**config.mk**
```make
export PLATFORM = sky130hd
export DESIGN_NAME = two_axis_bang_bang_positioner_core
export DESIGN_NICKNAME = d
export VERILOG_FILES = /design/src/design/tbbp_pkg.sv /design/src/design/tbbp_lane.sv /design/src/design/tbbp_skid.sv /design/src/design/two_axis_bang_bang_positioner_core.sv
export VERILOG_INCLUDE_DIRS = /design/src /design/src/design
export SDC_FILE = /design/constraint.sdc
export NUM_CORES = 1
export LEC_CHECK = 0
export BUFFER_PORTS_ARGS = -buffer_cell sky130_fd_sc_hd__buf_4
export CAP_MARGIN = 20
export CELL_PAD_IN_SITES_DETAIL_PLACEMENT = 0
export CELL_PAD_IN_SITES_GLOBAL_PLACEMENT = 1
export CORE_MARGIN = 1
export CORE_UTILIZATION = 46
export DETAILED_ROUTE_END_ITERATION = 6
export GPL_TIMING_DRIVEN = 1
export PLACE_DENSITY_LB_ADDON = 0.1
export SYNTH_ARGS = -nofsm -noshare
export SYNTH_HDL_FRONTEND = slang
export SYNTH_SLANG_ARGS = --single-unit
```
**constraint.sdc**
```tcl
create_clock -name clk -period 7.7 [get_ports clk]
set_clock_uncertainty 0.1 [all_clocks]
set_input_delay 0.385 -clock clk [delete_from_list [all_inputs] [get_ports clk]]
set_output_delay 0.385 -clock clk [all_outputs]
set_load 0.005 [all_outputs]
```
**src/design/two_axis_bang_bang_positioner_core_macros.svh**
```systemverilog
// Assertion helpers for the positioner core RTL.
`ifndef TWO_AXIS_BANG_BANG_POSITIONER_CORE_MACROS_SVH
`define TWO_AXIS_BANG_BANG_POSITIONER_CORE_MACROS_SVH

// Same-cycle implication, clocked on clk, off during reset.
`define TBBP_ASSERT_SAME(lbl, ante, cons, msg) \
    lbl: assert property (@(posedge clk) disable iff (!rst_n) (ante) |-> (cons)) \
        else $error(msg);

// Next-cycle implication, clocked on clk, off during reset.
`define TBBP_ASSERT_NEXT(lbl, ante, cons, msg) \
    lbl: assert property (@(posedge clk) disable iff (!rst_n) (ante) |=> (cons)) \
        else $error(msg);

`endif

```
**src/design/tbbp_pkg.sv**
```systemverilog
package tbbp_pkg;

    localparam int POS_W  = 32;
    localparam int ERR_W  = POS_W + 1;
    localparam int DUTY_W = 16;
    localparam int TOL_W  = 16;
    localparam int CFG_IDX_W = 2;

    localparam logic [TOL_W-1:0]  TOL_RESET  = 16'd10;
    localparam logic [DUTY_W-1:0] DUTY_RESET = 16'd500;

    localparam logic [CFG_IDX_W-1:0] CFG_IDX_TOL  = 2'd0;
    localparam logic [CFG_IDX_W-1:0] CFG_IDX_DUTY = 2'd1;

    typedef enum logic [1:0] {
        FUNC_TICK  = 2'd0,
        FUNC_SET   = 2'd1,
        FUNC_START = 2'd2,
        FUNC_STOP  = 2'd3
    } func_t;

    typedef enum logic [2:0] {
        MODE_IDLE    = 3'd0,
        MODE_MOVING  = 3'd1,
        MODE_READY   = 3'd2,
        MODE_WARN_X  = 3'd3,
        MODE_WARN_Y  = 3'd4,
        MODE_WARN_XY = 3'd5
    } mode_t;

    // Per-axis control decoded from the command.
    typedef struct packed {
        logic upd_tick;    // regulate this axis
        logic zero_drive;  // force drive to zero
        logic ld_target;   // goal <= target
        logic ld_count;    // goal <= count
        logic clr_goal;    // goal <= 0
    } lane_ctl_t;

    typedef struct packed {
        mode_t             ctl_state;
        logic [DUTY_W-1:0] duty_x;
        logic              dir_x;
        logic [DUTY_W-1:0] duty_y;
        logic              dir_y;
        logic              motors_on;
    } res_t;

endpackage

```
**src/design/tbbp_lane.sv**
```systemverilog
module tbbp_lane
    import tbbp_pkg::*;
(
    input  logic                    clk,
    input  logic                    rst_n,
    input  lane_ctl_t               ctl,
    input  logic signed [POS_W-1:0] target,
    input  logic signed [POS_W-1:0] count,
    input  logic [TOL_W-1:0]        tol,
    input  logic [DUTY_W-1:0]       duty,
    output logic                    in_band,
    output logic [DUTY_W-1:0]       drive_next,
    output logic                    heading_next,
    output logic [DUTY_W-1:0]       drive
);

    logic signed [POS_W-1:0] goal_reg;
    logic signed [POS_W-1:0] goal_next;
    logic [DUTY_W-1:0]       drive_reg;
    logic                    heading_reg;
    logic signed [ERR_W-1:0] err;
    logic signed [ERR_W-1:0] tol_s;

    // Exact 33-bit error, no wrap.
    assign err     = {goal_reg[POS_W-1], goal_reg} - {count[POS_W-1], count};
    assign tol_s   = {{(ERR_W-TOL_W){1'b0}}, tol};
    assign in_band = (err <= tol_s) && (err >= -tol_s);

    always_comb
    begin
        goal_next    = goal_reg;
        drive_next   = drive_reg;
        heading_next = heading_reg;
        if (ctl.ld_target)
        begin
            goal_next = target;
        end
        else if (ctl.ld_count)
        begin
            goal_next = count;
        end
        else if (ctl.clr_goal)
        begin
            goal_next = '0;
        end
        if (ctl.zero_drive)
        begin
            drive_next = '0;
        end
        else if (ctl.upd_tick)
        begin
            if (in_band)
            begin
                drive_next = '0;
            end
            else
            begin
                drive_next   = duty;
                heading_next = ~err[ERR_W-1];  // outside window, so nonzero
            end
        end
    end

    always_ff @(posedge clk or negedge rst_n)
    begin
        if (!rst_n)
        begin
            goal_reg    <= '0;
            drive_reg   <= '0;
            heading_reg <= 1'b0;
        end
        else
        begin
            goal_reg    <= goal_next;
            drive_reg   <= drive_next;
            heading_reg <= heading_next;
        end
    end

    assign drive = drive_reg;

endmodule

```
**src/design/tbbp_skid.sv**
```systemverilog
module tbbp_skid
    import tbbp_pkg::*;
(
    input  logic clk,
    input  logic rst_n,
    input  logic in_valid,
    output logic in_ready,
    input  res_t in_data,
    output logic out_valid,
    input  logic out_ready,
    output res_t out_data
);

    logic out_valid_reg;
    logic skid_valid_reg;
    res_t out_data_reg;
    res_t skid_data_reg;
    logic accept;

    assign in_ready = ~skid_valid_reg;
    assign accept   = in_valid & in_ready;

    always_ff @(posedge clk or negedge rst_n)
    begin
        if (!rst_n)
        begin
            out_valid_reg  <= 1'b0;
            skid_valid_reg <= 1'b0;
        end
        else if (!out_valid_reg || out_ready)
        begin
            if (skid_valid_reg)
            begin
                out_valid_reg  <= 1'b1;
                skid_valid_reg <= 1'b0;
            end
            else
            begin
                out_valid_reg <= accept;
            end
        end
        else if (accept)
        begin
            skid_valid_reg <= 1'b1;
        end
    end

    always_ff @(posedge clk)
    begin
        if (!out_valid_reg || out_ready)
        begin
            out_data_reg <= skid_valid_reg ? skid_data_reg : in_data;
        end
        else if (accept)
        begin
            skid_data_reg <= in_data;
        end
    end

    assign out_valid = out_valid_reg;
    assign out_data  = out_data_reg;

endmodule

```
**src/design/two_axis_bang_bang_positioner_core.sv**
```systemverilog
// Two-axis bang-bang positioner with deadband.
// Input channel (in_valid/in_ready): one beat per command - tick, set targets,
// start or stop - plus both encoder counts and both limit-switch levels.
// Output channel (out_valid/out_ready): one result beat per input beat, giving
// mode, duty and direction per axis and motors_on, as left by that command.
// Config channel (cfg_valid/cfg_ready): index 0 tolerance, 1 move duty; always
// ready, other indexes are dropped. Write only while the block is idle.
// Results are registered; a beat waits in the skid entry while out_ready is low.
// Throughput: one beat per cycle while in_ready is high; the X and Y lanes each
// form a 33-bit error and window compare at accept; the merge picks the mode.
// Stall: a two-entry output (register plus skid) takes one more beat while
// out_ready is low; in_ready drops only once both entries are full.
// Reset: mode idle, goals, drives, headings and motors_on cleared; tolerance
// back to 10, move duty to 500; no results pending.
module two_axis_bang_bang_positioner_core
    import tbbp_pkg::*;
(
    input  logic                    clk,
    input  logic                    rst_n,
    // config
    input  logic                    cfg_valid,
    output logic                    cfg_ready,
    input  logic [CFG_IDX_W-1:0]    cfg_index,
    input  logic [DUTY_W-1:0]       cfg_data,
    // command in
    input  logic                    in_valid,
    output logic                    in_ready,
    input  logic [1:0]              func,
    input  logic signed [POS_W-1:0] target_x,
    input  logic signed [POS_W-1:0] target_y,
    input  logic signed [POS_W-1:0] count_x,
    input  logic signed [POS_W-1:0] count_y,
    input  logic                    warn_x,
    input  logic                    warn_y,
    // result out
    output logic                    out_valid,
    input  logic                    out_ready,
    output logic [2:0]              ctl_state,
    output logic [DUTY_W-1:0]       duty_x,
    output logic                    dir_x,
    output logic [DUTY_W-1:0]       duty_y,
    output logic                    dir_y,
    output logic                    motors_on
);

`include "two_axis_bang_bang_positioner_core_macros.svh"

    logic [TOL_W-1:0]  tol_reg;
    logic [DUTY_W-1:0] duty_reg;
    mode_t             mode_reg;
    mode_t             mode_next;
    logic              running_reg;
    logic              running_next;

    func_t     cmd;
    logic      in_fire;
    logic      any_warn;
    mode_t     warn_mode;
    lane_ctl_t lane_ctl;

    logic              inside_x;
    logic              inside_y;
    logic [DUTY_W-1:0] drive_x_next;
    logic [DUTY_W-1:0] drive_y_next;
    logic              heading_x_next;
    logic              heading_y_next;
    logic [DUTY_W-1:0] drive_x_cur;
    logic [DUTY_W-1:0] drive_y_cur;

    res_t res_in;
    res_t res_out;

    // Config registers: always ready, unknown index ignored.
    assign cfg_ready = 1'b1;

    always_ff @(posedge clk or negedge rst_n)
    begin
        if (!rst_n)
        begin
            tol_reg  <= TOL_RESET;
            duty_reg <= DUTY_RESET;
        end
        else if (cfg_valid)
        begin
            case (cfg_index)
                CFG_IDX_TOL:  tol_reg  <= cfg_data;
                CFG_IDX_DUTY: duty_reg <= cfg_data;
                default:      ;
            endcase
        end
    end

    assign cmd      = func_t'(func);
    assign in_fire  = in_valid & in_ready;
    assign any_warn = warn_x | warn_y;

    always_comb
    begin
        if (warn_x && warn_y)
        begin
            warn_mode = MODE_WARN_XY;
        end
        else if (warn_x)
        begin
            warn_mode = MODE_WARN_X;
        end
        else
        begin
            warn_mode = MODE_WARN_Y;
        end
    end

    // Command decode shared by both lanes. Gated by in_fire so state only
    // moves on an accepted beat.
    always_comb
    begin
        lane_ctl = '0;
        if (in_fire)
        begin
            case (cmd)
                FUNC_TICK:
                begin
                    lane_ctl.zero_drive = any_warn;
                    lane_ctl.upd_tick   = !any_warn && (mode_reg == MODE_MOVING);
                end
                FUNC_SET:
                begin
                    lane_ctl.ld_target  = 1'b1;
                    lane_ctl.zero_drive = any_warn;
                end
                FUNC_START:
                begin
                    lane_ctl.ld_count   = 1'b1;
                    lane_ctl.zero_drive = 1'b1;
                end
                FUNC_STOP:
                begin
                    lane_ctl.clr_goal   = 1'b1;
                    lane_ctl.zero_drive = 1'b1;
                end
                default:
                begin
                    lane_ctl = '0;
                end
            endcase
        end
    end

    tbbp_lane u_lane_x (
        .clk          (clk),
        .rst_n        (rst_n),
        .ctl          (lane_ctl),
        .target       (target_x),
        .count        (count_x),
        .tol          (tol_reg),
        .duty         (duty_reg),
        .in_band      (inside_x),
        .drive_next   (drive_x_next),
        .heading_next (heading_x_next),
        .drive        (drive_x_cur)
    );

    tbbp_lane u_lane_y (
        .clk          (clk),
        .rst_n        (rst_n),
        .ctl          (lane_ctl),
        .target       (target_y),
        .count        (count_y),
        .tol          (tol_reg),
        .duty         (duty_reg),
        .in_band      (inside_y),
        .drive_next   (drive_y_next),
        .heading_next (heading_y_next),
        .drive        (drive_y_cur)
    );

    // Merge: mode and motors_on from the command and both lane window flags.
    always_comb
    begin
        mode_next    = mode_reg;
        running_next = running_reg;
        if (in_fire)
        begin
            case (cmd)
                FUNC_TICK:
                begin
                    if (any_warn)
                    begin
                        mode_next = warn_mode;
                    end
                    else if (mode_reg == MODE_MOVING && inside_x && inside_y)
                    begin
                        mode_next = MODE_READY;
                    end
                end
                FUNC_SET:
                begin
                    mode_next = any_warn ? warn_mode : MODE_MOVING;
                end
                FUNC_START:
                begin
                    mode_next    = MODE_IDLE;
                    running_next = 1'b1;
                end
                FUNC_STOP:
                begin
                    mode_next    = MODE_IDLE;
                    running_next = 1'b0;
                end
                default:
                begin
                    mode_next = mode_reg;
                end
            endcase
        end
    end

    always_ff @(posedge clk or negedge rst_n)
    begin
        if (!rst_n)
        begin
            mode_reg    <= MODE_IDLE;
            running_reg <= 1'b0;
        end
        else
        begin
            mode_reg    <= mode_next;
            running_reg <= running_next;
        end
    end

    // Result reflects state after the command.
    always_comb
    begin
        res_in.ctl_state = mode_next;
        res_in.duty_x    = drive_x_next;
        res_in.dir_x     = heading_x_next;
        res_in.duty_y    = drive_y_next;
        res_in.dir_y     = heading_y_next;
        res_in.motors_on = running_next;
    end

    tbbp_skid u_skid (
        .clk       (clk),
        .rst_n     (rst_n),
        .in_valid  (in_valid),
        .in_ready  (in_ready),
        .in_data   (res_in),
        .out_valid (out_valid),
        .out_ready (out_ready),
        .out_data  (res_out)
    );

    assign ctl_state = res_out.ctl_state;
    assign duty_x    = res_out.duty_x;
    assign dir_x     = res_out.dir_x;
    assign duty_y    = res_out.duty_y;
    assign dir_y     = res_out.dir_y;
    assign motors_on = res_out.motors_on;

    // Only the moving mode may hold a nonzero drive.
    `TBBP_ASSERT_SAME(a_drive_only_moving, mode_reg != MODE_MOVING,
        drive_x_cur == '0 && drive_y_cur == '0, "drive active outside moving mode")
    // Start turns the motors on and parks in idle.
    `TBBP_ASSERT_NEXT(a_start_runs, in_fire && cmd == FUNC_START,
        running_reg && mode_reg == MODE_IDLE, "start did not enable motors")
    // Stop turns the motors off and parks in idle.
    `TBBP_ASSERT_NEXT(a_stop_halts, in_fire && cmd == FUNC_STOP,
        !running_reg && mode_reg == MODE_IDLE, "stop did not disable motors")
    // Input backpressure only when a result is already waiting.
    `TBBP_ASSERT_SAME(a_backpressure, !in_ready, out_valid,
        "input stalled with no result pending")

endmodule

```
==> results of run 1 <==
metal layers:
| layer | global-route usage [%] | vias to the layer above |
|---|---|---|
| met3 | 3.471 | 63 |
| li1 | - | 7039 |
| met5 | 0 | - |
| met1 | 37.58 | 6947 |
| met4 | 5.441 | 0 |
| met2 | 42.87 | 423 |
worst min-delay path, delay by kind of cell:
family,cells,cell delay (ns)
AO/OA/AOI/OAI,2,0.17
buffers and inverters,1,0.08
power by group through the flow:
stage	logic (mW)	clock network (mW)	registers [mW]
3_5_place_dp	2.07	0	1.44
2_1_floorplan	1.49	0	1.41
4_1_cts	2.12	1.29	1.42
6_report	2.13	1.26	1.43
3_3_place_gp	2.05	0	1.44
5_1_grt	2.38	1.33	1.44
layout make-up:
cell class,instances,area [sq um],area share (%)
multi-input cells,1364,9355,48.45
clock buffers,33,718.2,3.719
repair buffers,288,2376,12.30
well taps,448,560.5,2.903
clock inverters,15,162.7,0.8423
flip-flops and latches,212,5695,29.49
inverters,118,442.9,2.294
worst min path at each step:
stage                       from                    end  slack [ns]  cells after the start
floorplan                  rst_n            duty_reg[0]       -0.01                      0
global placement           rst_n       u_skid.out_valid        0.36                      1
detailed placement         rst_n       u_skid.out_valid        0.35                      1
CTS                 cfg_data[10]            tol_reg[10]       0.008                      3
global route        cfg_data[10]            tol_reg[10]        0.03                      3
finish               count_y[10]  u_lane_y.goal_reg[10]        0.04                      3
synthesized netlist by cell type (21+ instances only):
library cell	count	area, sq um
nand2_1	183	686.9
ha_1	162	2027
a21oi_1	157	785.8
o21ai_0	130	650.6
dfrtp_1	128	3203
inv_1	117	439.2
nor2_1	88	330.3
a22oi_1	83	623.1
edfxtp_1	76	2282
nor2b_1	73	456.7
clkbuf_1	70	262.8
a21o_1	43	322.8
xnor2_1	40	350.3
nor3_1	33	165.2
nand4_1	30	187.7
mux2_2	23	259.0
nor4_1	22	137.6
nand3_1	21	105.1
stage by stage:
step	worst slack [ns]	util, %
2_1_floorplan	2.314	-
3_3_place_gp	1.313	52.33
3_5_place_dp	1.081	52.33
4_1_cts	1.059	57.23
5_1_grt	0.8950	57.30
6_report	1.248	57.30
logic make-up (layout without fill, tap and decap cells):
| kind of cell | count (synthesis) | in the layout | share of synthesized area (%) |
|---|---|---|---|
| AO/OA/AOI/OAI | 580 | 580 | 23.91 |
| XOR/XNOR | 60 | 60 | 3.321 |
| adder cells (fa/ha/maj) | 164 | 164 | 13.06 |
| buffers and inverters | 200 | 454 | 5.060 |
| flip-flops | 212 | 212 | 35.99 |
| multiplexers | 27 | 27 | 1.890 |
| other | 1 | 1 | 0.02370 |
| AND/OR/NAND/NOR | 532 | 532 | 16.75 |
==> results.toml, run 1 <==
[synth]
yosys_warnings = 0
syn-num-nets = 2095
netlist_instances = 1776
synthArstFlopShare_pct = 64.15
synthFlopType = "dfrtp_1"
avgSynthCellArea_sq_um = 8.911
synth-edff-count = 76
seq_area_frac_synth_pct = 35.99
synth.distinct_cells = 90
ys_ff_latch = 212
syn-cell-area_sq_mm = 0.01583

[setup_path]
cp.buffers_inverters = 3
cp_cell_sequence = "inv_1 > nand4_1 > nor4_1 > and3_1 > nand2_1 > nor4_1 > ha_1 > nand4_1 > nor3_1 > nand2_1 > a221oi_1 > o31a_1 > a2bb2oi_1 > or3b_1 > or4_4 > o311a_1 > clkbuf_16 > a222oi_1 > inv_1"
critical_path.endpoint = "u_skid.out_data[4]"
crit_path_start_kind = "register"
crit_fanout = 27
arrival_ns = 6.64
reg2reg_depth = 19
cp-end-kind = "register"
max_stage_delay_ns = 0.86
critPathTopFamily = "simple AND/OR/NAND/NOR gates"
cp.depth = 19
worstPathRequired_ns = 7.88
regToRegStartpoint = "tol_reg[2]"
cp-startpoint = "tol_reg[2]"
regToRegEndpoint = "u_skid.out_data[4]"
r2r_slack_ns = 1.25
cp_slowest_cell = "nor4_1"
worstSetupPathType = "register to register"

[placement]
dp_hpwl_mm = 34.41
port_buffers = 194
place_area_sq_mm = 0.01763
dpl.cell_count = 2352
gp_congestion = 0.9304

[clocking]
numCtsBuffers = 26
cts_tree = "done"
cts_resized = 0
htreeDepth = 1
clockBufferDepth = 3
cts_hold_buf = 77
cts_setup_buffers = 0
clkTransAtPathRegs_ns = 0.07
cts_sinks = 212
root_buffer = "clkbuf_16"
clk_latency_ns = 0.54

[final_layout]
fillers = 3062
layout_common_cells = "buf_4, nand2_1, ha_1"
layout.nets = 2329
drive_above_1_share_pct = 15.86
n_antenna_cell = 0
stdcell_area_sq_mm = 0.01931
area_growth_pct = 22.03
instances_no_fill = 2478
final_common_cell = "buf_4"

[floorplanning]
coreArea_sq_mm = 0.03370
die_h_microns = 187.5
start_util_pct = 46.96
die_w_microns = 187.5
pin_count = 196
dieArea_sq_mm = 0.03515
core.rowCount = 67

[timing]
drv_slew = 0
finalHoldViolations = 0
layout_min_cycle_time_ns = 6.452
achievable-frequency_ghz = 0.1550
min_period_over_period_pct = 83.79
whs_ns = 0.03685
setup_viol = 0
rsz0062_at_grt = "no"
relSlewSlack_pct = 33.50
tns_ns = 0
worstMarginPinSlew_ns = 0.9945

[power]
combPwrFrac_pct = 44.2
ir_drop_v = 0.0001646
power_mw = 4.814
p_int_mw = 2.962
p_sw_share_pct = 38.47
power-per-cell-area_mw_per_mm2 = 249.3
pwr-share-clk_pct = 26.2
p_seq_share_pct = 29.6
leakagePower_nw = 8.837
switching_power_mw = 1.852

[global_routing]
grt_max_degree = 72
overflow = 0
antenna_found_initial = 0
grt_pass1_vias = 13850
track_usage_pct = 26.40
grt_pass1_wl_mm = 75.24

[job]
max_cap_viol_count = 0

[detailed_routing]
via_per_inst = 5.840
vias = 14470
maxUsedRoutingLayer = "met4"
firstDrtPassIters = 7
wl_met3_mm = 2.513
wl_met1_mm = 22.01
dr_wl_met2_mm = 21.43
wl_mm = 46.82
wire_per_inst_microns = 18.90
drt_first_iter_violations = 897
drc = 0
ant_nets = 0

[min_path]
hold_path.class = "input pin to register"

[run_status]
status = "finished, final reports clean"
No activity file was read; power rests on OpenSTA's default activity.
==> run 2: changes to the inputs <==
Settings changed: ABC_AREA set to 1, CORE_UTILIZATION 46 to 43.
Clock period 7.7 ns to 6 ns, I/O delays scaled along.
==> results.toml, run 2 <==
[synth]
yosys_warnings = 0
seq_area_frac_synth_pct = 34.85
synth_compound_area_share_pct = 9.922
yosys.area_share.simple_pct = 30.76
yosys-top-cells-area = "dfrtp_1, nand2_1, edfxtp_1"
synth.distinct_cells = 44
synth_mux_area_share_pct = 0
ys_ff_latch = 212
syn-num-nets = 2593
netlist_instances = 2274
synth_xor_area_share_pct = 2.350
synthArstFlopShare_pct = 64.15
yosysMostFrequentCell = "nand2_1"
synth-edff-count = 76
yosysTopAreaCell = "dfrtp_1"
netlist.area_leader.share_pct = 19.60
syn-cell-area_sq_mm = 0.01634
synthFlopType = "dfrtp_1"
synth_top_family_by_area = "simple AND/OR/NAND/NOR gates"
avgSynthCellArea_sq_um = 7.187
synth_fa_ha_area_share_pct = 12.65
synthTopCellsByCount = "nand2_1, inv_1, nand3_1, ha_1, nor2_1"

[final_layout]
area_growth_pct = 26.57
layout_common_cells = "nand2_1, inv_1, buf_4"
multi_input_area_sq_mm = 0.009205
final_common_cell = "nand2_1"
fillers = 3726
n_antenna_cell = 0
regArea_sq_mm = 0.005695
drive_above_1_share_pct = 12.62
layout.nets = 2916

[setup_path]
worstPathRequired_ns = 6.20
arrival_ns = 5.70
cp-end-kind = "register"
path_common_cell = "nand2_1"
crit_path_start_kind = "register"
worstSetupPathType = "register to register"
max_stage_delay_ns = 0.56
crit_fanout = 19
regToRegEndpoint = "u_skid.out_data[36]"
r2r_slack_ns = 0.50
cp_slowest_cell = "nor3_1"
regToRegStartpoint = "tol_reg[0]"
reg2reg_depth = 32

[power]
power-per-cell-area_mw_per_mm2 = 279.2
leakagePower_nw = 10.70
ir_drop_v = 0.0002112
power_mw = 5.775

[timing]
rsz0062_at_grt = "no"
relSlewSlack_pct = 29.36
finalHoldViolations = 0
worstMarginPinSlew_ns = 1.058
layout_min_cycle_time_ns = 5.497
tns_ns = 0
achievable-frequency_ghz = 0.1819
drv_slew = 0
setup_viol = 0
min_period_over_period_pct = 91.62

[detailed_routing]
firstDrtPassIters = 5
ant_nets = 0
wire_per_inst_microns = 15.98
vias = 15640
drc = 0
drt_first_iter_violations = 789
via_per_inst = 5.003
wl_mm = 49.94

[global_routing]
grt_max_degree = 71
grt_pass1_vias = 15270
overflow = 0
antenna_found_initial = 0
track_usage_pct = 26.09
grt_pass1_wl_mm = 80.18

[floorplanning]
core.rowCount = 71
coreArea_sq_mm = 0.03749
pin_count = 196
start_util_pct = 43.60
dieArea_sq_mm = 0.03879
die_h_microns = 197.0
die_w_microns = 197.0

[min_path]
holdPathEnd = "mode_reg[0]"
hold_path.class = "input pin to register"
min_from = "func[0]"
hold_path_depth = 4

[job]
max_cap_viol_count = 0

[clocking]
cts_tree = "done"
numCtsBuffers = 24
clk_latency_ns = 0.55
clockBufferDepth = 3
cts_sinks = 212
htreeDepth = 1
root_buffer = "clkbuf_16"
clkTransAtPathRegs_ns = 0.06

[placement]
dp_hpwl_mm = 38.34
port_buffers = 194
gp_congestion = 0.9139

[run_status]
status = "finished, final reports clean"
run 2: report_power, final:
group	internal, mW	switching (mW)	total, mW
Sequential	1.66	0.127	1.79
Clock	0.878	0.633	1.51
Combinational	0.937	1.54	2.47
Total	3.48	2.30	5.78
run 2: logic make-up (layout without fill, tap and decap cells):
logic type / Yosys count / count (layout)
fa+ha+maj: 164 / 164
buf+inv: 405 / 746
simple gates: 1180 / 1180
other cells: 1 / 1
flops: 212 / 212
xor+xnor: 43 / 43
compound gates: 269 / 269
run 2: routing by layer:
metal	global-route usage (%)	part of all wire [%]	up-vias
met2	43.84	47	308
met5	0	0	-
met4	7.005	2.3	0
met1	35.97	48	7228
met3	2.173	3.5	54
li1	-	-	8050
run 2: per-stage QoR:
step | std cells | hold slack (ns) | instance area (sq um) | setup WS [ns] | util (%)
2_1_floorplan | 2274 | -0.09559 | 16340 | 1.825 | -
3_3_place_gp | 2934 | 0.2556 | 18340 | 1.068 | 48.91
3_5_place_dp | 2934 | 0.2677 | 18340 | 0.9026 | 48.91
4_1_cts | 3126 | 0.007254 | 20620 | 0.4158 | 55.02
5_1_grt | 3126 | 0.06133 | 20690 | 0.004471 | 55.18
6_report | 3126 | 0.05134 | 20690 | 0.5027 | 55.18
run 2: cell type report:
cell class / count / area share (%)
Multi-Input combinational cell: 1657 / 44.50
Sequential cell: 212 / 27.53
Timing Repair Buffer: 354 / 14.66
Inverter: 348 / 6.315
Clock buffer: 31 / 3.230
Tap cell: 511 / 3.091
Clock inverter: 13 / 0.6774
run 2: worst max path at each step:
stage	endpoint	cells after the start	start	slack, ns
3_3_place_gp	u_skid.out_data[35]	31	tol_reg[2]	1.07
3_5_place_dp	u_skid.out_data[35]	32	count_x[0]	0.90
5_1_grt	u_skid.out_data[36]	32	tol_reg[0]	0.004
4_1_cts	u_skid.out_data[36]	33	u_lane_x.goal_reg[0]	0.42
6_report	u_skid.out_data[36]	32	tol_reg[0]	0.50
2_1_floorplan	u_skid.out_data[15]	26	tol_reg[0]	1.83
run 2: critical path: cells and delay by family, from the launching register on:
kind	cells	cell delay, ns
compound gates	2	0.27
fa+ha+maj	2	0.55
buf+inv	3	0.72
flops	1	0.45
simple gates	25	3.16
run 2: what timing repair did:
item                                   in CTS  in global routing
setup endpoints to repair                   0                  3
gates resized for setup                     0                 12
hold buffers                              148                  0
setup buffers                               0                  0
endpoints found under the hold margin     162                  0
